### config.mk
export PLATFORM = sky130hd
export DESIGN_NAME = bbsf_queue
export DESIGN_NICKNAME = d
export VERILOG_FILES = /design/src/sv/bbsf_pkg.sv /design/src/sv/bbsf_queue.sv
export SDC_FILE = /design/constraint.sdc
export NUM_CORES = 1
export LEC_CHECK = 0
export BUFFER_PORTS_ARGS = -buffer_cell sky130_fd_sc_hd__buf_2
export CAP_MARGIN = 20
export CELL_PAD_IN_SITES_DETAIL_PLACEMENT = 0
export CELL_PAD_IN_SITES_GLOBAL_PLACEMENT = 1
export CORE_ASPECT_RATIO = 1.2
export CORE_MARGIN = 10
export CORE_UTILIZATION = 40
export CTS_BUF_LIST = sky130_fd_sc_hd__clkbuf_4
export CTS_CLUSTER_SIZE = 20
export DETAILED_ROUTE_END_ITERATION = 8
export GPL_ROUTABILITY_DRIVEN = 1
export PLACE_DENSITY_LB_ADDON = 0.1
export RECOVER_POWER = 25
export SLEW_MARGIN = 20
export SYNTH_ARGS = -nofsm -noshare
export SYNTH_HDL_FRONTEND = slang
export SYNTH_SLANG_ARGS = --single-unit
### constraint.sdc
create_clock -name clk -period 15.3 [get_ports clk]
set_clock_uncertainty 0.15 [all_clocks]
set_input_delay 0 -clock clk [delete_from_list [all_inputs] [get_ports clk]]
set_output_delay 0 -clock clk [all_outputs]
set_load 0.05 [all_outputs]
### src/sv/bbsf_pkg.sv
`timescale 1ns / 1ps
`default_nettype none
// ----------------------------------------------------------------------------
// bbsf_pkg
// shared constants, action codes and job types of the bounded byte fifo
// ----------------------------------------------------------------------------
package bbsf_pkg;

  localparam int STORE_DEPTH = 4096;
  localparam int MAX_REQUEST = 64;
  localparam int AW          = $clog2(STORE_DEPTH);
  localparam int CNT_W       = 13;
  localparam int LEN_W       = 7;
  localparam int TOT_W       = 48;
  localparam int ACT_W       = 3;
  localparam int QDEPTH      = 4;
  localparam int QPW         = $clog2(QDEPTH);

  localparam logic [CNT_W-1:0] CAP_RESET = CNT_W'(4096);

  localparam logic [ACT_W-1:0] ACT_WRITE  = 3'd0;
  localparam logic [ACT_W-1:0] ACT_PEEK   = 3'd1;
  localparam logic [ACT_W-1:0] ACT_POP    = 3'd2;
  localparam logic [ACT_W-1:0] ACT_READ   = 3'd3;
  localparam logic [ACT_W-1:0] ACT_END    = 3'd4;
  localparam logic [ACT_W-1:0] ACT_STATUS = 3'd5;

  typedef struct packed {
    logic             accepted;
    logic [CNT_W-1:0] stored_count;
    logic [CNT_W-1:0] room_left;
    logic             ended;
    logic             end_of_stream;
    logic [TOT_W-1:0] total_written;
    logic [TOT_W-1:0] total_read;
  } status_t;

  typedef struct packed {
    logic             is_data;
    logic [AW-1:0]    addr;
    logic [LEN_W-1:0] n;
    status_t          st;
  } job_t;

endpackage

`default_nettype wire

### src/sv/bbsf_queue.sv
`timescale 1ns / 1ps
`default_nettype none
// ----------------------------------------------------------------------------
// bbsf_queue
// short job queue between front and back
// ----------------------------------------------------------------------------
module bbsf_queue (
  input  wire logic           clk,
  input  wire logic           rst,
  input  wire logic           push_valid,
  output      logic           push_ready,
  input  wire bbsf_pkg::job_t push_job,
  output      logic           pop_valid,
  input  wire logic           pop_ready,
  output      bbsf_pkg::job_t pop_job
);
  import bbsf_pkg::*;

  job_t           slots [QDEPTH];
  logic [QPW-1:0] wptr;
  logic [QPW-1:0] rptr;
  logic [QPW:0]   count;
  logic           push;
  logic           pop;

  assign push_ready = count != (QPW+1)'(QDEPTH);
  assign pop_valid  = count != '0;
  assign pop_job    = slots[rptr];
  assign push       = push_valid && push_ready;
  assign pop        = pop_valid && pop_ready;

  always_ff @(posedge clk) begin
    if (push) begin
      slots[wptr] <= push_job;
    end
  end

  always_ff @(posedge clk) begin
    if (rst) begin
      wptr  <= '0;
      rptr  <= '0;
      count <= '0;
    end else begin
      if (push) begin
        wptr <= wptr + QPW'(1);
      end
      if (pop) begin
        rptr <= rptr + QPW'(1);
      end
      count <= count + (QPW+1)'(push) - (QPW+1)'(pop);
    end
  end

endmodule

`default_nettype wire

==> metrics.txt <==
status finished, final reports clean; vias in the first global route roughly 13000; Syn Area/Cell 26.5 µm²; setup ws final about 11 ns; post-synthesis mux area share 0.154; Post-Synth Adder-Cell Area 0.00445; Leak Pwr about 9.8 nW; worst r2r path cells 11; vias per inst ~4.8; std cell rows around 90; Setup Buffers After CTS 0; CP Cell Sequence buf_4 -> buf_4 -> mux4_2 -> buf_2; post-layout minimum cycle time 4.25 ns; Synth Instances about 810; YS warnings 0; die footprint 0.0631 mm²; Slew Viols, Final 0; Starting Density 0.405; first-pass GRT wire length roughly 75 mm; slowest stage delay, CP roughly 0.85 ns; die span in y between 200 and 300 µm; die width between 200 and 250 µm; DRT iter0 DRCs approximately 550; GR Util All Layers 0.158; crit-path max FO a little over 60; slowest CP cell buf_4; pre-CTS setup slack around 12 ns; largest family of logic cells by synthesized area multiplexers; Worst Tran Pin Value around 1.1 ns; worst rel slew slack 0.266; RSZ-0062 raised after global routing no; Synth Net Count approximately 960; Setup crit end pop_job[76]; crit-path leading delay family buffers and inverters; XOR/XNOR Fraction of Synth Area 0.00123; FF-to-FF setup slack 11.62 ns; Critical Path AT 4.10 ns; Pwr Total roughly 0.005 W; Mapped Area about 0.021 mm²; peak supply drop approximately 0.13 mV; root buf cell clkbuf_4; Buf/Inv on CP 3; Final Hold Fails 0; Max clock buf depth 3; synth unique cells 24; I/O pin count 296; Layout Area Growth over Synthesis 33.0%; synthesized flop and latch total ~600; Pre-antenna DRT Iters 5; fmax around 0.24 GHz; Seq/Total Area, Yosys 0.824; clock sinks ~590; PortBufs 295; worst hold path type in -> reg; post-route ant nets 0; fin crit share 0.278; CP Data Required Time between 15 and 20 ns; Worst path depth 4; core area 0.0527 mm²; Crit Reg-Reg Startpoint count[1]$_SDFF_PP0_; critical path type reg -> out; routed len/inst 21.1 µm; routed wire length about 50 mm; DR vias between 10000 and 15000; largest area contributor in the netlist edfxtp_1; Num CTS Buffers 150; initial antenna violation count 2; PwrDens ~170 mW/mm²; setup violators final 0; global route total overflow 0; final setup TNS 0 ns; routability cong. around 0.71; crit path launch type register; synth top area cells edfxtp_1 82%, mux4_2 15%, dfxtp_1 0.84%; dpl hpwl between 20 and 30 mm; MaxCap Viol Count 0; share of layout cells above drive strength 1 0.420; worst skew pair latency 0.92 ns; largest net degree at the start of global routing 63; compound-cell area share of the yosys netlist 0.00117; CTS tree yes; H-tree levels 4; post-synth top area share 0.816; CP endpoint kind primary output; Most Frequent Cell on Critical Path buf_4; Reg clk slew, reported paths roughly 0.060 ns; DR DRC count 0; R2R Path End count[1]$_SDFF_PP0_; Total Nets Final around 1700; Simple-Gate Fraction of Synth Area 0.00445
## per-layer routing
| layer | track usage | part of all wire |
|---|---|---|
| met1 | 0.194 | 0.42 |
| met2 | 0.253 | 0.51 |
| met3 | 0.0554 | 0.060 |
| met4 | 0.0624 | 0.019 |
| met5 | 0 | 0 |
## cell families (layout without fill, tap and decap cells)
kind of cell	count (synthesis)	after routing
flip-flops	589	589
AO/OA/AOI/OAI	3	3
buffers and inverters	38	851
multiplexers	147	147
other	0	2
AND/OR/NAND/NOR	19	19
adder cells (fa/ha/maj)	7	7
XOR/XNOR	3	3
## worst min-delay path by stage
| stage | startpoint | end | slack (ns) | cells after the start |
|---|---|---|---|---|
| CTS | push_job[52] | slots[0][52]$_DFFE_PP_ | 0.06 | 3 |
| finish | push_job[42] | slots[2][42]$_DFFE_PP_ | 0.25 | 3 |
| global placement | push_job[97] | slots[3][97]$_DFFE_PP_ | 0.06 | 1 |
| detailed placement | push_job[52] | slots[0][52]$_DFFE_PP_ | 0.07 | 1 |
| global route | push_job[42] | slots[2][42]$_DFFE_PP_ | 0.13 | 3 |
| floorplan | push_job[0] | slots[0][0]$_DFFE_PP_ | -0.05 | 0 |
## state kept, by name (all words and copies together), names as in the netlist, named ones only
| name | count |
|---|---|
| slots | 580 |
| rptr | 2 |
| wptr | 2 |
| count | 3 |
## through the flow
stage / util / hold slack, ns / cell area (µm²) / instances
after floorplan: - / -0.0511 / 21400 / 806
after global placement: 0.448 / 0.0623 / 23600 / 1786
after detailed placement: 0.448 / 0.0654 / 23600 / 1786
after CTS: 0.538 / 0.0590 / 28400 / 2324
after global routing: 0.539 / 0.129 / 28400 / 2326
final: 0.539 / 0.251 / 28400 / 2326
## power breakdown
part           leakage, nW  internal (W)  switching, W
clock network         1.07      0.000680      0.000587
logic                 3.38      0.000492       0.00113
registers             5.39       0.00198     0.0000492
total                 9.84       0.00315       0.00176
## area by class of cell
class,instances,area [µm²]
clock inverters,28,193
clock buffers,212,1590
diodes,2,5.00
flip-flops and latches,589,17600
repair buffers,606,4560
multi-input cells,179,3540
fillers,4342,24300
well taps,705,882
inverters,5,18.8
## layout by cell type, fill, tap and decap left out, types with 3 or more instances in the layout
cell | Yosys | final
dfxtp_1 | 9 | 7
edfxtp_1 | 580 | 580
clkbuf_1 | 6 | 3
buf_2 | 16 | 291
buf_4 | 4 | 11
dlygate4sd3_1 | 0 | 298
inv_1 | 5 | 5
clkinv_1 | 0 | 17
clkinv_2 | 0 | 4
mux4_2 | 145 | 145
inv_2 | 0 | 3
and2_4 | 0 | 4
bufinv_16 | 0 | 3
ha_1 | 6 | 6
clkbuf_4 | 0 | 212
nor2_1 | 8 | 8
## worst reg2reg max path: stages (launching register included)
cell and delay, ns:
dfxtp_1 0.46, nor2_1 0.10, a21boi_1 0.58, inv_1 0.10, ha_1 0.30, dlygate4sd3_1 0.55
inv_1 0.06, ha_1 0.13, inv_1 0.05, fa_1 0.49, nor2_1 0.04, dlygate4sd3_1 0.55
## cells in the mapped netlist
library cell    n
mux2_2          1
nand2_1         1
xor2_1          2
a21boi_1        1
o31a_1          1
ha_1            6
or3_1           1
dfxtp_1         9
buf_6           7
nor2_1          8
buf_4           4
o311ai_0        1
and2_1          5
clkbuf_1        6
xnor2_1         1
inv_1           5
nor2b_1         1
mux2i_1         1
fa_1            1
edfxtp_1      580
nor3_1          1
buf_2          16
nand2b_1        2
mux4_2        145
## repair_timing
item                      in CTS  in global routing
hold endpoints to repair     710                  0
gates resized for setup        0                  0
hold buffers                 298                  0
Power figures use the tool's default switching activity.
