$ cat src/sv/bbsf_pkg.sv
`timescale 1ns / 1ps
`default_nettype none
// ----------------------------------------------------------------------------
// bbsf_pkg
// shared constants, action codes and job types of the bounded byte fifo
// ----------------------------------------------------------------------------
package bbsf_pkg;

  localparam int STORE_DEPTH = 4096;
  localparam int MAX_REQUEST = 64;
  localparam int AW          = $clog2(STORE_DEPTH);
  localparam int CNT_W       = 13;
  localparam int LEN_W       = 7;
  localparam int TOT_W       = 48;
  localparam int ACT_W       = 3;
  localparam int QDEPTH      = 4;
  localparam int QPW         = $clog2(QDEPTH);

  localparam logic [CNT_W-1:0] CAP_RESET = CNT_W'(4096);

  localparam logic [ACT_W-1:0] ACT_WRITE  = 3'd0;
  localparam logic [ACT_W-1:0] ACT_PEEK   = 3'd1;
  localparam logic [ACT_W-1:0] ACT_POP    = 3'd2;
  localparam logic [ACT_W-1:0] ACT_READ   = 3'd3;
  localparam logic [ACT_W-1:0] ACT_END    = 3'd4;
  localparam logic [ACT_W-1:0] ACT_STATUS = 3'd5;

  typedef struct packed {
    logic             accepted;
    logic [CNT_W-1:0] stored_count;
    logic [CNT_W-1:0] room_left;
    logic             ended;
    logic             end_of_stream;
    logic [TOT_W-1:0] total_written;
    logic [TOT_W-1:0] total_read;
  } status_t;

  typedef struct packed {
    logic             is_data;
    logic [AW-1:0]    addr;
    logic [LEN_W-1:0] n;
    status_t          st;
  } job_t;

endpackage

`default_nettype wire

$ cat src/sv/bbsf_ifs.sv
`timescale 1ns / 1ps
`default_nettype none


interface bbsf_rsp_if;
  import bbsf_pkg::*;
  logic                     valid;
  logic                     ready;
  logic [7:0]               data_out;
  logic                     data_valid;
  logic                     last;
  logic                     accepted;
  logic [CNT_W-1:0]         stored_count;
  logic [CNT_W-1:0]         room_left;
  logic                     ended;
  logic                     end_of_stream;
  logic [TOT_W-1:0]         total_written;
  logic [TOT_W-1:0]         total_read;
  modport source (output valid, data_out, data_valid, last, accepted, stored_count,
                  room_left, ended, end_of_stream, total_written, total_read,
                  input ready);
  modport sink   (input valid, data_out, data_valid, last, accepted, stored_count,
                  room_left, ended, end_of_stream, total_written, total_read,
                  output ready);
endinterface


`default_nettype wire

$ cat src/sv/bbsf_back.sv
`timescale 1ns / 1ps
`default_nettype none
// ----------------------------------------------------------------------------
// bbsf_back
// carries out queued jobs: reads bytes from the store, drives responses
// ----------------------------------------------------------------------------
module bbsf_back (
  input  wire logic            clk,
  input  wire logic            rst,
  input  wire logic            pop_valid,
  output      logic            pop_ready,
  input  wire bbsf_pkg::job_t  pop_job,
  output      logic            data_done,
  output      logic            mem_re,
  output      logic [bbsf_pkg::AW-1:0] mem_raddr,
  input  wire logic [7:0]      mem_rdata,
  bbsf_rsp_if.source           rsp
);
  import bbsf_pkg::*;

  job_t             job;
  logic             busy;
  logic [LEN_W-1:0] idx;
  logic             rd_pend;
  logic             rd_last;
  logic             slot_free;
  logic             issue;
  logic             last_i;

  logic             out_valid;
  logic [7:0]       out_data;
  logic             out_dvalid;
  logic             out_last;
  status_t          out_st;

  assign slot_free = !out_valid || rsp.ready;
  assign pop_ready = !busy && !rd_pend;
  assign issue     = busy && !rd_pend && slot_free;
  assign last_i    = LEN_W'(idx + LEN_W'(1)) == job.n;
  assign mem_re    = issue && job.is_data;
  assign mem_raddr = job.addr + AW'(idx);
  assign data_done = mem_re && last_i;

  always_ff @(posedge clk) begin
    if (rst) begin
      busy      <= 1'b0;
      rd_pend   <= 1'b0;
      out_valid <= 1'b0;
    end else begin
      if (pop_valid && pop_ready) begin
        busy <= 1'b1;
      end else if (issue && (!job.is_data || last_i)) begin
        busy <= 1'b0;
      end
      rd_pend <= mem_re;
      if (rd_pend || (issue && !job.is_data)) begin
        out_valid <= 1'b1;
      end else if (rsp.ready) begin
        out_valid <= 1'b0;
      end
    end
  end

  always_ff @(posedge clk) begin
    if (pop_valid && pop_ready) begin
      job <= pop_job;
      idx <= '0;
    end else if (mem_re) begin
      idx <= idx + LEN_W'(1);
    end
    if (mem_re) begin
      rd_last <= last_i;
    end
    if (rd_pend) begin
      out_data   <= mem_rdata;
      out_dvalid <= 1'b1;
      out_last   <= rd_last;
      out_st     <= job.st;
    end else if (issue && !job.is_data) begin
      out_data   <= '0;
      out_dvalid <= 1'b0;
      out_last   <= 1'b1;
      out_st     <= job.st;
    end
  end

  assign rsp.valid         = out_valid;
  assign rsp.data_out      = out_data;
  assign rsp.data_valid    = out_dvalid;
  assign rsp.last          = out_last;
  assign rsp.accepted      = out_st.accepted;
  assign rsp.stored_count  = out_st.stored_count;
  assign rsp.room_left     = out_st.room_left;
  assign rsp.ended         = out_st.ended;
  assign rsp.end_of_stream = out_st.end_of_stream;
  assign rsp.total_written = out_st.total_written;
  assign rsp.total_read    = out_st.total_read;

endmodule

`default_nettype wire

$ cat src/flat_wrapper.sv
// flat-port wrapper written by rule: the top's interface ports become plain ports
module bbsf_back_flat import bbsf_pkg::*;
  (clk, rst, pop_valid, pop_ready, pop_job, data_done, mem_re, mem_raddr, mem_rdata, rsp_valid, rsp_data_out, rsp_data_valid, rsp_last, rsp_accepted, rsp_stored_count, rsp_room_left, rsp_ended, rsp_end_of_stream, rsp_total_written, rsp_total_read, rsp_ready);
  bbsf_rsp_if rsp_i ();
  input  wire logic clk;
  input  wire logic rst;
  input  wire logic pop_valid;
  output      logic pop_ready;
  input  wire bbsf_pkg::job_t pop_job;
  output      logic data_done;
  output      logic mem_re;
  output      logic [bbsf_pkg::AW-1:0] mem_raddr;
  input  wire logic [7:0] mem_rdata;
  output wire logic [$bits(rsp_i.valid)-1:0] rsp_valid;
  output wire logic [$bits(rsp_i.data_out)-1:0] rsp_data_out;
  output wire logic [$bits(rsp_i.data_valid)-1:0] rsp_data_valid;
  output wire logic [$bits(rsp_i.last)-1:0] rsp_last;
  output wire logic [$bits(rsp_i.accepted)-1:0] rsp_accepted;
  output wire logic [$bits(rsp_i.stored_count)-1:0] rsp_stored_count;
  output wire logic [$bits(rsp_i.room_left)-1:0] rsp_room_left;
  output wire logic [$bits(rsp_i.ended)-1:0] rsp_ended;
  output wire logic [$bits(rsp_i.end_of_stream)-1:0] rsp_end_of_stream;
  output wire logic [$bits(rsp_i.total_written)-1:0] rsp_total_written;
  output wire logic [$bits(rsp_i.total_read)-1:0] rsp_total_read;
  input wire logic [$bits(rsp_i.ready)-1:0] rsp_ready;
  assign rsp_valid = rsp_i.valid;
  assign rsp_data_out = rsp_i.data_out;
  assign rsp_data_valid = rsp_i.data_valid;
  assign rsp_last = rsp_i.last;
  assign rsp_accepted = rsp_i.accepted;
  assign rsp_stored_count = rsp_i.stored_count;
  assign rsp_room_left = rsp_i.room_left;
  assign rsp_ended = rsp_i.ended;
  assign rsp_end_of_stream = rsp_i.end_of_stream;
  assign rsp_total_written = rsp_i.total_written;
  assign rsp_total_read = rsp_i.total_read;
  assign rsp_i.ready = rsp_ready;
  bbsf_back u_core (.clk(clk), .rst(rst), .pop_valid(pop_valid), .pop_ready(pop_ready), .pop_job(pop_job), .data_done(data_done), .mem_re(mem_re), .mem_raddr(mem_raddr), .mem_rdata(mem_rdata), .rsp(rsp_i));
endmodule
$ cat config.mk
export PLATFORM = sky130hd
export DESIGN_NAME = bbsf_back_flat
export DESIGN_NICKNAME = d
export VERILOG_FILES = /design/src/sv/bbsf_pkg.sv /design/src/sv/bbsf_ifs.sv /design/src/sv/bbsf_back.sv /design/src/flat_wrapper.sv
export SDC_FILE = /design/constraint.sdc
export NUM_CORES = 1
export LEC_CHECK = 0
export BUFFER_PORTS_ARGS = -buffer_cell sky130_fd_sc_hd__clkbuf_2
export CORE_ASPECT_RATIO = 1.5
export CORE_MARGIN = 3
export CORE_UTILIZATION = 25
export CTS_CLUSTER_SIZE = 14
export DETAILED_ROUTE_END_ITERATION = 7
export GPL_ROUTABILITY_DRIVEN = 0
export SYNTH_ARGS = -nofsm -noshare
export SYNTH_HDL_FRONTEND = slang
export SYNTH_SLANG_ARGS = --single-unit
export TNS_END_PERCENT = 30
$ cat constraint.sdc
create_clock -name clk -period 6.7 [get_ports clk]
set_input_delay 0.67 -clock clk [delete_from_list [all_inputs] [get_ports clk]]
set_output_delay 0.67 -clock clk [all_outputs]
set_load 0.02 [all_outputs]
==> reports/metrics.csv, run 1 <==
stage,metric,value,unit
final_layout,FF/Latch Area,8630,um^2
clock_network,post-cts resize count,0,
clock_network,Clock Pin Slew Worst Setup and Hold Paths,60,ps
timing,final hold vios,0,
power_and_ir_drop,power per cell area,322,nW/um^2
placement,pre-CTS setup slack,3460,ps
timing,"Period Utilization, post-route",0.512,
timing,Slew Limit Fails,0,
clock_network,CTS HTree Levels,1,
timing,Slew @ Worst Pin,855,ps
power_and_ir_drop,Psw,0.889,mW
yosys,sequential fraction of the synthesis area,0.913,
route,routed length on met2,11300,um
setup_path,CP max stage delay,530,ps
power_and_ir_drop,Int Pwr,3.15,mW
route,initial detailed-routing violation count,266,
yosys,most frequent cells after synthesis,"edfxtp_1 (280), xnor2_1 (18), nor2_1 (13)",
grt,Total GRT Usage,0.0984,
setup_path,critical path arrival,2760,ps
min_path,Hold Crit Depth,1,
final_layout,ANT cells,0,
setup_path,R2R setup slack,3790,ps
setup_path,length in cells of the worst reg-to-reg path,3,
setup_path,Bufs and invs on worst path,1,
final_layout,area of the multi-input gates,801,um^2
floorplan,# IOs,308,
final_layout,fin area,12500,um^2
setup_path,Critical Path Slowest Stage Cell,or4_4,
power_and_ir_drop,Lkg Pwr,4.80,nW
yosys,Most used DFF post-synth,edfxtp_1,
setup_path,Crit path depth,7,
clock_network,CTS sink cnt,291,
yosys,Mapped Area,9450,um^2
setup_path,critical path class,flop to primary output,
final_layout,number of nets in the layout,916,
route,Final ANT Viol Nets,0,
grt,total gr overflow,0,
clock_network,CTS Hold Bufs,0,
grt,largest net degree at the start of global routing,64,
min_path,endpoint of the worst hold path,u_core.job[18],
route,met1 wire length,7060,um
yosys,Yosys top cell area share,0.890,
floorplan,Std-Cell Rows,86,
timing,Rel. slew slack,0.430,
floorplan,Core ar.,37000,um^2
timing,Final Setup Violations,0,
route,wire per inst,16.4,um
grt,first-pass GRT wire length,29800,um
power_and_ir_drop,Clk pwr share,0.389,
final_layout,# fillers,3616,
setup_path,crit path max fanout,6,
yosys,Mapped Nets,578,
setup_path,crit-path cells,"ha_1, nand3_1, xnor2_1, or4_4, a311oi_2, and2_1, clkbuf_2",
route,met3 routed WL,1410,um
placement,DP Area,11600,um^2
final_layout,Syn-to-layout area delta,32.8,%
run,Max-cap violations,0,
clock_network,TritonCTS Buffers,29,
route,# DRC,0,
route,TritonRoute pass-1 iters,4,
clock_network,CTS tree,built,
yosys,Mean Syn Cell Area,22.9,um^2
power_and_ir_drop,Sw Ratio,0.220,
grt,vias in the first global route,5213,
placement,I/O Buffers,307,
yosys,"count leader, synth",edfxtp_1,
power_and_ir_drop,total power,4.04,mW
clock_network,clock latency at the later pin of the worst-skew pair,550,ps
clock_network,Setup Buffers After CTS,0,
yosys,number of synthesized register bits,291,
clock_network,worst-case clock buffer depth,3,
setup_path,Worst R2R Start,u_core.rd_pend,
power_and_ir_drop,power share of the combinational group,0.070,
grt,initial antenna violation count,2,
route,Post-Route WL,20600,um
power_and_ir_drop,sequential power share,0.541,
timing,RSZ-0062 raised after global routing,no,
timing,FMAX,292,MHz
yosys,biggest area consumer among synthesized cells,edfxtp_1,
yosys,Post-Syn Instances,412,
floorplan,Initial Util,0.255,
floorplan,Die Wd,165,um
min_path,Hold/Removal Path Class,primary input to flop,
setup_path,Critical Path End Type,primary output,
route,Via Count,4863,
yosys,Synth warnings,0,
route,Avg Vias per Cell,3.88,
yosys,"top cells by area, synth","edfxtp_1 (89%), dfxtp_1 (2.3%), xnor2_1 (1.7%), ha_1 (1.1%), and2_1 (0.79%)",
run_status,status,"finished, final reports clean",
floorplan,die height,244,um
route,Top Metal Used,met5,
setup_path,r2r endpoint,u_core.rsp.total_written[8],
final_layout,layout cell share with drive strength beyond 1,0.466,
timing,final setup TNS,0,ps
yosys,Post-synth EDFFs,280,
timing,PnR worst setup slack,3270,ps
yosys,synth unique cells,34,
power_and_ir_drop,Max VDD drop,0.173,mV
floorplan,Die Area,40200,um^2
setup_path,Required @ worst endpoint,6030,ps
final_layout,Finished Core Util,0.339,
setup_path,CP top delay family,simple AND/OR/NAND/NOR gates,
setup_path,Worst Setup Start Kind,flop,
yosys,Post-synth ARST share,0,
timing,Layout Skew,23.4,ps
clock_network,CTS root buf,clkbuf_16,
min_path,Min-Delay Startpoint,pop_job[18],
placement,DP Wirelength,15100,um
timing,minimum clock period,3430,ps
==> metrics by stage <==
stage,hold WS [ps],cells
after floorplan,400,412
after global placement,400,1203
after detailed placement,405,1203
after CTS,238,1254
after global routing,243,1254
final,290,1254
==> final cells by class <==
type,instances,share of cell area
flip-flops and latches,291,0.688
repair buffers,311,0.125
multi-input cells,114,0.0638
clock buffers,34,0.0594
well taps,484,0.0483
clock inverters,17,0.0148
inverters,3,0.000898
==> routing by layer <==
layer  global-route usage  up-vias
met5                    0        -
met4               0.0447        4
met3               0.0263       52
met2                0.186      197
met1               0.0983     2331
li1                     -     2279
==> power groups by stage <==
stage / Clock [mW] / Sequential, mW / Combinational [mW]
4_1_cts: 1.63 / 2.19 / 0.292
5_1_grt: 1.71 / 2.19 / 0.308
3_5_place_dp: 0 / 2.23 / 0.291
3_3_place_gp: 0 / 2.22 / 0.287
2_1_floorplan: 0 / 2.30 / 0.0878
6_report: 1.57 / 2.18 / 0.283
==> cells by family (layout without fill, tap and decap cells) <==
group / after synthesis / count (layout) / share of synthesized area
buffers and inverters: 7 / 365 / 0.00291
xor gates and xnor gates: 23 / 23 / 0.0213
adders and majority gates: 9 / 9 / 0.0127
DFF: 291 / 291 / 0.913
AOI/OAI and AO/OA: 22 / 22 / 0.0152
and+or+nand+nor: 60 / 60 / 0.0344
==> worst max path at each step <==
stage,from,endpoint
2_1_floorplan,u_core.rd_pend,u_core.busy
3_3_place_gp,rsp_ready,u_core.rsp.total_read[35]
3_5_place_dp,rsp_ready,u_core.rsp.total_written[6]
4_1_cts,u_core.idx[0],data_done
5_1_grt,u_core.idx[0],data_done
6_report,u_core.idx[0],data_done
==> sequential cells by signal (all words and copies together), names as in the netlist, 7 cells and up <==
name,cells
u_core.job,145
u_core.idx,7
u_core.rsp.data_out,8
u_core.rsp.total_written,48
u_core.rsp.stored_count,13
u_core.rsp.total_read,48
u_core.rsp.room_left,13
==> cell usage in the layout, fill, tap and decap left out, drive strengths merged, types with 3 or more instances in the layout <==
cell type and n:
nor2 13, a21o 3, or3 4, a31oi 3
xor2 5, nand2 9, dfxtp 11, clkbuf 341
nand2b 4, a21oi 5, bufinv 3, buf 4
ha 8, nand3 6, clkinv 11, o21ai 5
inv 4, edfxtp 280, and2 12, xnor2 18
No activity file was read; power rests on OpenSTA's default activity.
==> run 2: changes to the inputs <==
- clock period: 6.7 -> 3.3 ns (I/O delays scaled with it)
==> run 2 against run 1 <==
Worst hold slack got worse by 210 ps. Combinational power grew to 2.6 times the previous value. Final cell count up 12%. Clock power grew 110%. Critical endpoint unchanged.
==> reports/metrics.csv, run 2 (synthesized netlist as in run 1, its figures left out) <==
stage,metric,value,unit,change
final_layout,number of nets in the layout,1065,,+16%
route,Post-Route WL,22300,um,+8.1%
floorplan,# IOs,308,,unchanged
floorplan,Initial Util,0.255,,unchanged
min_path,Min-Delay Startpoint,mem_rdata[6],,
route,Avg Vias per Cell,3.91,,+0.82%
timing,Rel. slew slack,0.561,,+0.131
min_path,Hold/Removal Path Class,primary input to flop,,
grt,largest net degree at the start of global routing,55,,-14%
floorplan,Die Wd,165,um,unchanged
setup_path,crit path max fanout,6,,unchanged
timing,RSZ-0062 raised after global routing,no,,
clock_network,CTS HTree Levels,1,,unchanged
final_layout,max reg flops,145,,unchanged
final_layout,layout cell share with drive strength beyond 1,0.396,,-0.0706
power_and_ir_drop,power per cell area,604,nW/um^2,+87%
clock_network,TritonCTS Buffers,29,,unchanged
clock_network,clock latency at the later pin of the worst-skew pair,540,ps,about the same
route,Via Count,5493,,+13%
timing,final setup TNS,0,ps,unchanged
setup_path,R2R setup slack,1210,ps,-2580 ps
route,# DRC,0,,unchanged
floorplan,Die Area,40200,um^2,unchanged
setup_path,Worst Setup Start Kind,flop,,
route,wire per inst,15.9,um,-3.5%
run,Max-cap violations,0,,unchanged
setup_path,Critical Path End Type,primary output,,
setup_path,critical path class,flop to primary output,,
placement,I/O Buffers,307,,unchanged
grt,initial antenna violation count,1,,-1
timing,Slew @ Worst Pin,659,ps,-196 ps
clock_network,CTS tree,built,,
setup_path,Required @ worst endpoint,2970,ps,-3060 ps
power_and_ir_drop,Max VDD drop,0.351,mV,+100%
timing,final hold vios,0,,unchanged
grt,first-pass GRT wire length,33300,um,+12%
final_layout,"most common cell after layout, fill and taps aside",clkbuf_2,,
timing,FMAX,330,MHz,
floorplan,die height,244,um,unchanged
final_layout,Syn-to-layout area delta,49.5,%,
final_layout,most frequent cells in the layout,"clkbuf_2 (307), edfxtp_1 (280), dlygate4sd3_1 (146), clkbuf_16 (29), xnor2_1 (18)",,
clock_network,Clock Pin Slew Worst Setup and Hold Paths,60,ps,about the same
grt,total gr overflow,0,,unchanged
setup_path,r2r endpoint,u_core.rsp.total_written[41],,
final_layout,# fillers,3473,,-4.0%
timing,Final Setup Violations,0,,unchanged
clock_network,worst-case clock buffer depth,3,,unchanged
min_path,Hold Crit Depth,2,,+1
grt,Total GRT Usage,0.108,,+0.00944
timing,Layout Skew,19.1,ps,-4.23 ps
route,TritonRoute pass-1 iters,4,,unchanged
placement,DP Wirelength,15400,um,+2.4%
clock_network,CTS sink cnt,291,,unchanged
clock_network,Setup Buffers After CTS,0,,unchanged
setup_path,critical path arrival,2700,ps,-60 ps
power_and_ir_drop,Lkg Pwr,5.48,nW,+14%
timing,Slew Limit Fails,0,,unchanged
timing,minimum clock period,3030,ps,
grt,vias in the first global route,5996,,+15%
clock_network,CTS root buf,clkbuf_16,,
route,initial detailed-routing violation count,297,,+12%
run_status,status,"finished, final reports clean",,
floorplan,Std-Cell Rows,86,,unchanged
setup_path,length in cells of the worst reg-to-reg path,2,,-1
floorplan,Core ar.,37000,um^2,unchanged
timing,"Period Utilization, post-route",0.918,,
final_layout,Biggest register,u_core.job,,
route,Final ANT Viol Nets,0,,unchanged
power_and_ir_drop,total power,8.52,mW,+110%
timing,WHS,83.9,ps,-206 ps
min_path,endpoint of the worst hold path,u_core.rsp.data_out[6],,
setup_path,Worst R2R Start,u_core.rd_pend,,
## run 2: per-layer routing
metal | GRT usage | share of wire
met4 | 0.0513 | 0.042
met3 | 0.0249 | 0.064
met5 | 0 | 0
met1 | 0.105 | 0.33
met2 | 0.208 | 0.56
## run 2: power by group
group / internal, mW / switching (mW) / total (mW)
logic: 0.311 / 0.436 / 0.747
clock network: 2.01 / 1.33 / 3.35
registers: 4.36 / 0.0732 / 4.43
## run 2: worst max path at each step
stage	from	endpoint	slack, ps	depth (start not counted)
2_1_floorplan	u_core.rsp.valid	u_core.rsp.accepted	-950	3
3_3_place_gp	u_core.idx[0]	data_done	840	7
3_5_place_dp	u_core.idx[0]	data_done	800	7
4_1_cts	u_core.idx[0]	data_done	200	7
5_1_grt	u_core.idx[0]	data_done	60	7
6_report	u_core.idx[0]	data_done	270	7
## run 2: critical path, stage by stage (launching register included)
cell and delay, ps:
dfxtp_1 450, ha_1 270, nand3_1 130, xnor2_1 150, or4_4 530, a311oi_2 300
and2_1 160, clkbuf_2 160
## run 2: repair_timing
| action | 4_1_cts | 5_1_grt |
|---|---|---|
| setup endpoints to repair | 0 | 0 |
| hold buffers | 146 | 0 |
| endpoints found under the hold margin | 147 | 0 |
| gates resized for setup | 0 | 0 |
## run 2: stage by stage
step | utilization | instances | cell area (um^2) | worst slack [ps]
after global placement | 0.316 | 1206 | 11700 | 837
after floorplan | - | 412 | 9450 | -948
after global routing | 0.381 | 1405 | 14100 | 60.8
after CTS | 0.381 | 1404 | 14100 | 200
final | 0.381 | 1405 | 14100 | 272
after detailed placement | 0.316 | 1206 | 11700 | 803
## run 2: final cells by class
| cell class | instances | area (um^2) | share of cell area |
|---|---|---|---|
| Timing Repair Buffer | 460 | 3100 | 0.220 |
| Multi-Input combinational cell | 114 | 801 | 0.0567 |
| Antenna cell | 1 | 2.50 | 0.000177 |
| Tap cell | 484 | 606 | 0.0429 |
| Sequential cell | 291 | 8630 | 0.611 |
| Clock buffer | 36 | 752 | 0.0533 |
| Inverter | 3 | 11.3 | 0.000797 |
| Clock inverter | 16 | 220 | 0.0156 |
==> run 3: changes to the inputs <==
- BUFFER_PORTS_ARGS: -buffer_cell sky130_fd_sc_hd__clkbuf_2 -> not set
- DONT_BUFFER_PORTS: not set -> 1
- MAX_ROUTING_LAYER: not set -> met4
- REMOVE_ABC_BUFFERS: not set -> 1
==> run 3 against run 2 <==
Global-route usage fell by 0.69 points. Via count decreased by 19%. Maximum frequency down 2.1%. Largest power group unchanged. Wire length decreased by 6.6%. Flip-flop and latch count did not move.
==> reports/metrics.csv, run 3 (synthesized netlist as in run 1, its figures left out) <==
stage,metric,value,unit,change
run_status,status,"finished, final reports clean",,
route,Final ANT Viol Nets,0,,unchanged
floorplan,die height,244,um,unchanged
grt,largest net degree at the start of global routing,56,,+1.8%
timing,RSZ-0062 raised after global routing,no,,
clock_network,CTS sink cnt,291,,unchanged
final_layout,area of the multi-input gates,801,um^2,unchanged
clock_network,worst-case clock buffer depth,3,,unchanged
route,routed length on met2,11200,um,-10%
route,initial detailed-routing violation count,276,,-7.1%
clock_network,TritonCTS Buffers,28,,-3.4%
timing,PnR worst setup slack,207,ps,-65.3 ps
timing,Layout Skew,8.09,ps,-11.0 ps
grt,vias in the first global route,4754,,-21%
setup_path,crit path max fanout,6,,unchanged
timing,"Period Utilization, post-route",0.937,,+0.0198
final_layout,fin area,12500,um^2,-11%
placement,DP Area,10100,um^2,-13%
power_and_ir_drop,Lkg Pwr,4.16,nW,-24%
setup_path,Critical Path End Type,primary output,,
floorplan,Initial Util,0.255,,unchanged
timing,WHS,43.7,ps,-40.2 ps
timing,FMAX,323,MHz,-2.1%
route,# DRC,0,,unchanged
grt,initial antenna violation count,5,,+4
final_layout,layout cell share with drive strength beyond 1,0.0866,,-0.309
timing,final setup TNS,0,ps,unchanged
run,Max-cap violations,0,,unchanged
final_layout,FF/Latch Area,8630,um^2,unchanged
placement,I/O Buffers,0,,-100%
clock_network,Setup Buffers After CTS,0,,unchanged
clock_network,CTS tree,built,,
placement,pre-CTS setup slack,787,ps,-15.8 ps
route,Via Count,4429,,-19%
route,wire per inst,18.9,um,+19%
setup_path,critical path class,flop to primary output,,
grt,Total GRT Usage,0.101,,-0.00691
clock_network,clock latency at the later pin of the worst-skew pair,540,ps,about the same
timing,Slew Limit Fails,0,,unchanged
floorplan,Die Area,40200,um^2,unchanged
final_layout,"most common cell after layout, fill and taps aside",edfxtp_1,,
final_layout,Biggest register,u_core.job,,
clock_network,Clock Pin Slew Worst Setup and Hold Paths,60,ps,about the same
final_layout,number of nets in the layout,762,,-28%
final_layout,Syn-to-layout area delta,32.7,%,
clock_network,CTS HTree Levels,1,,unchanged
placement,DP Wirelength,13900,um,-10%
setup_path,critical path arrival,2760,ps,+60 ps
floorplan,Std-Cell Rows,86,,unchanged
final_layout,Finished Core Util,0.339,,-0.0428
timing,Slew @ Worst Pin,732,ps,+73.5 ps
grt,total gr overflow,0,,unchanged
route,Avg Vias per Cell,4.02,,+2.7%
setup_path,Worst Setup Start Kind,flop,,
timing,final hold vios,0,,unchanged
route,TritonRoute pass-1 iters,4,,unchanged
floorplan,Core ar.,37000,um^2,unchanged
floorplan,Die Wd,165,um,unchanged
route,met1 wire length,7100,um,-4.5%
power_and_ir_drop,Max VDD drop,0.373,mV,+6.3%
setup_path,Required @ worst endpoint,2970,ps,about the same
route,Post-Route WL,20800,um,-6.6%
power_and_ir_drop,power per cell area,643,nW/um^2,+6.5%
final_layout,most frequent cells in the layout,"edfxtp_1 (280), dlygate4sd3_1 (152), clkbuf_16 (29), xnor2_1 (18), nor2_1 (13)",,
timing,minimum clock period,3090,ps,+65.3 ps
timing,Rel. slew slack,0.512,,-0.0490
floorplan,# IOs,308,,unchanged
timing,Final Setup Violations,0,,unchanged
route,Top Metal Used,met4,,
clock_network,CTS root buf,clkbuf_16,,
final_layout,max reg flops,145,,unchanged
final_layout,# fillers,3475,,+0.058%
route,met3 routed WL,1630,um,+15%
grt,first-pass GRT wire length,29700,um,-11%
min_path,Hold/Removal Path Class,primary input to flop,,
run 3: cell types whose count changed in the layout (fill, tap and decap cells not counted), sizes merged:
cell         delta
clkbuf        -312
diode           +6
dlygate4sd3     +6
bufinv          -3
clkinvlp        +2
buf             -1
clkinv          -1
inv             +1
run 3: cell type report:
cell class	instances	area share
multi-input cells	114	0.0639
repair buffers	158	0.128
clock buffers	31	0.0585
flip-flops and latches	291	0.688
inverters	3	0.000898
clock inverters	15	0.0108
diodes	7	0.00140
well taps	484	0.0483
run 3: worst paths after layout:
check	slack (ps)	cells past startpoint	from	endpoint
hold reg to reg	420	0	u_core.job[97]	u_core.rsp.ended
setup / recovery	210	6	u_core.idx[1]	data_done
hold / removal	40	1	mem_rdata[7]	u_core.rsp.data_out[7]
setup reg to reg	970	2	u_core.rd_pend	u_core.rsp.room_left[1]
run 3: worst max-delay path, cell delays in order (launching register included):
cell and delay, ps:
dfxtp_1 470, ha_1 310, nand3_1 140, xnor2_1 160, or4_4 520, a311oi_2 320
and2_1 290
run 3: metal layers:
metal	global-route usage	vias up
li1	-	1980
met1	0.0988	2192
met2	0.180	212
met3	0.0295	45
met4	0.0494	0
met5	-	-
run 3: power by group:
part           switching, mW  internal [mW]
sequential             0.230           4.37
clock                   1.31           1.75
combinational          0.226          0.180
run 3: metrics by stage:
step           cells  total power, mW
2_1_floorplan    408             4.84
3_3_place_gp     898             4.91
3_5_place_dp     898             4.93
4_1_cts         1096             8.18
5_1_grt         1101             8.37
6_report        1103             8.05
run 3: repair_timing:
| item | 4_1_cts | 5_1_grt |
|---|---|---|
| resized for setup | 0 | 0 |
| hold endpoints to repair | 154 | 0 |
| hold buffers | 152 | 0 |
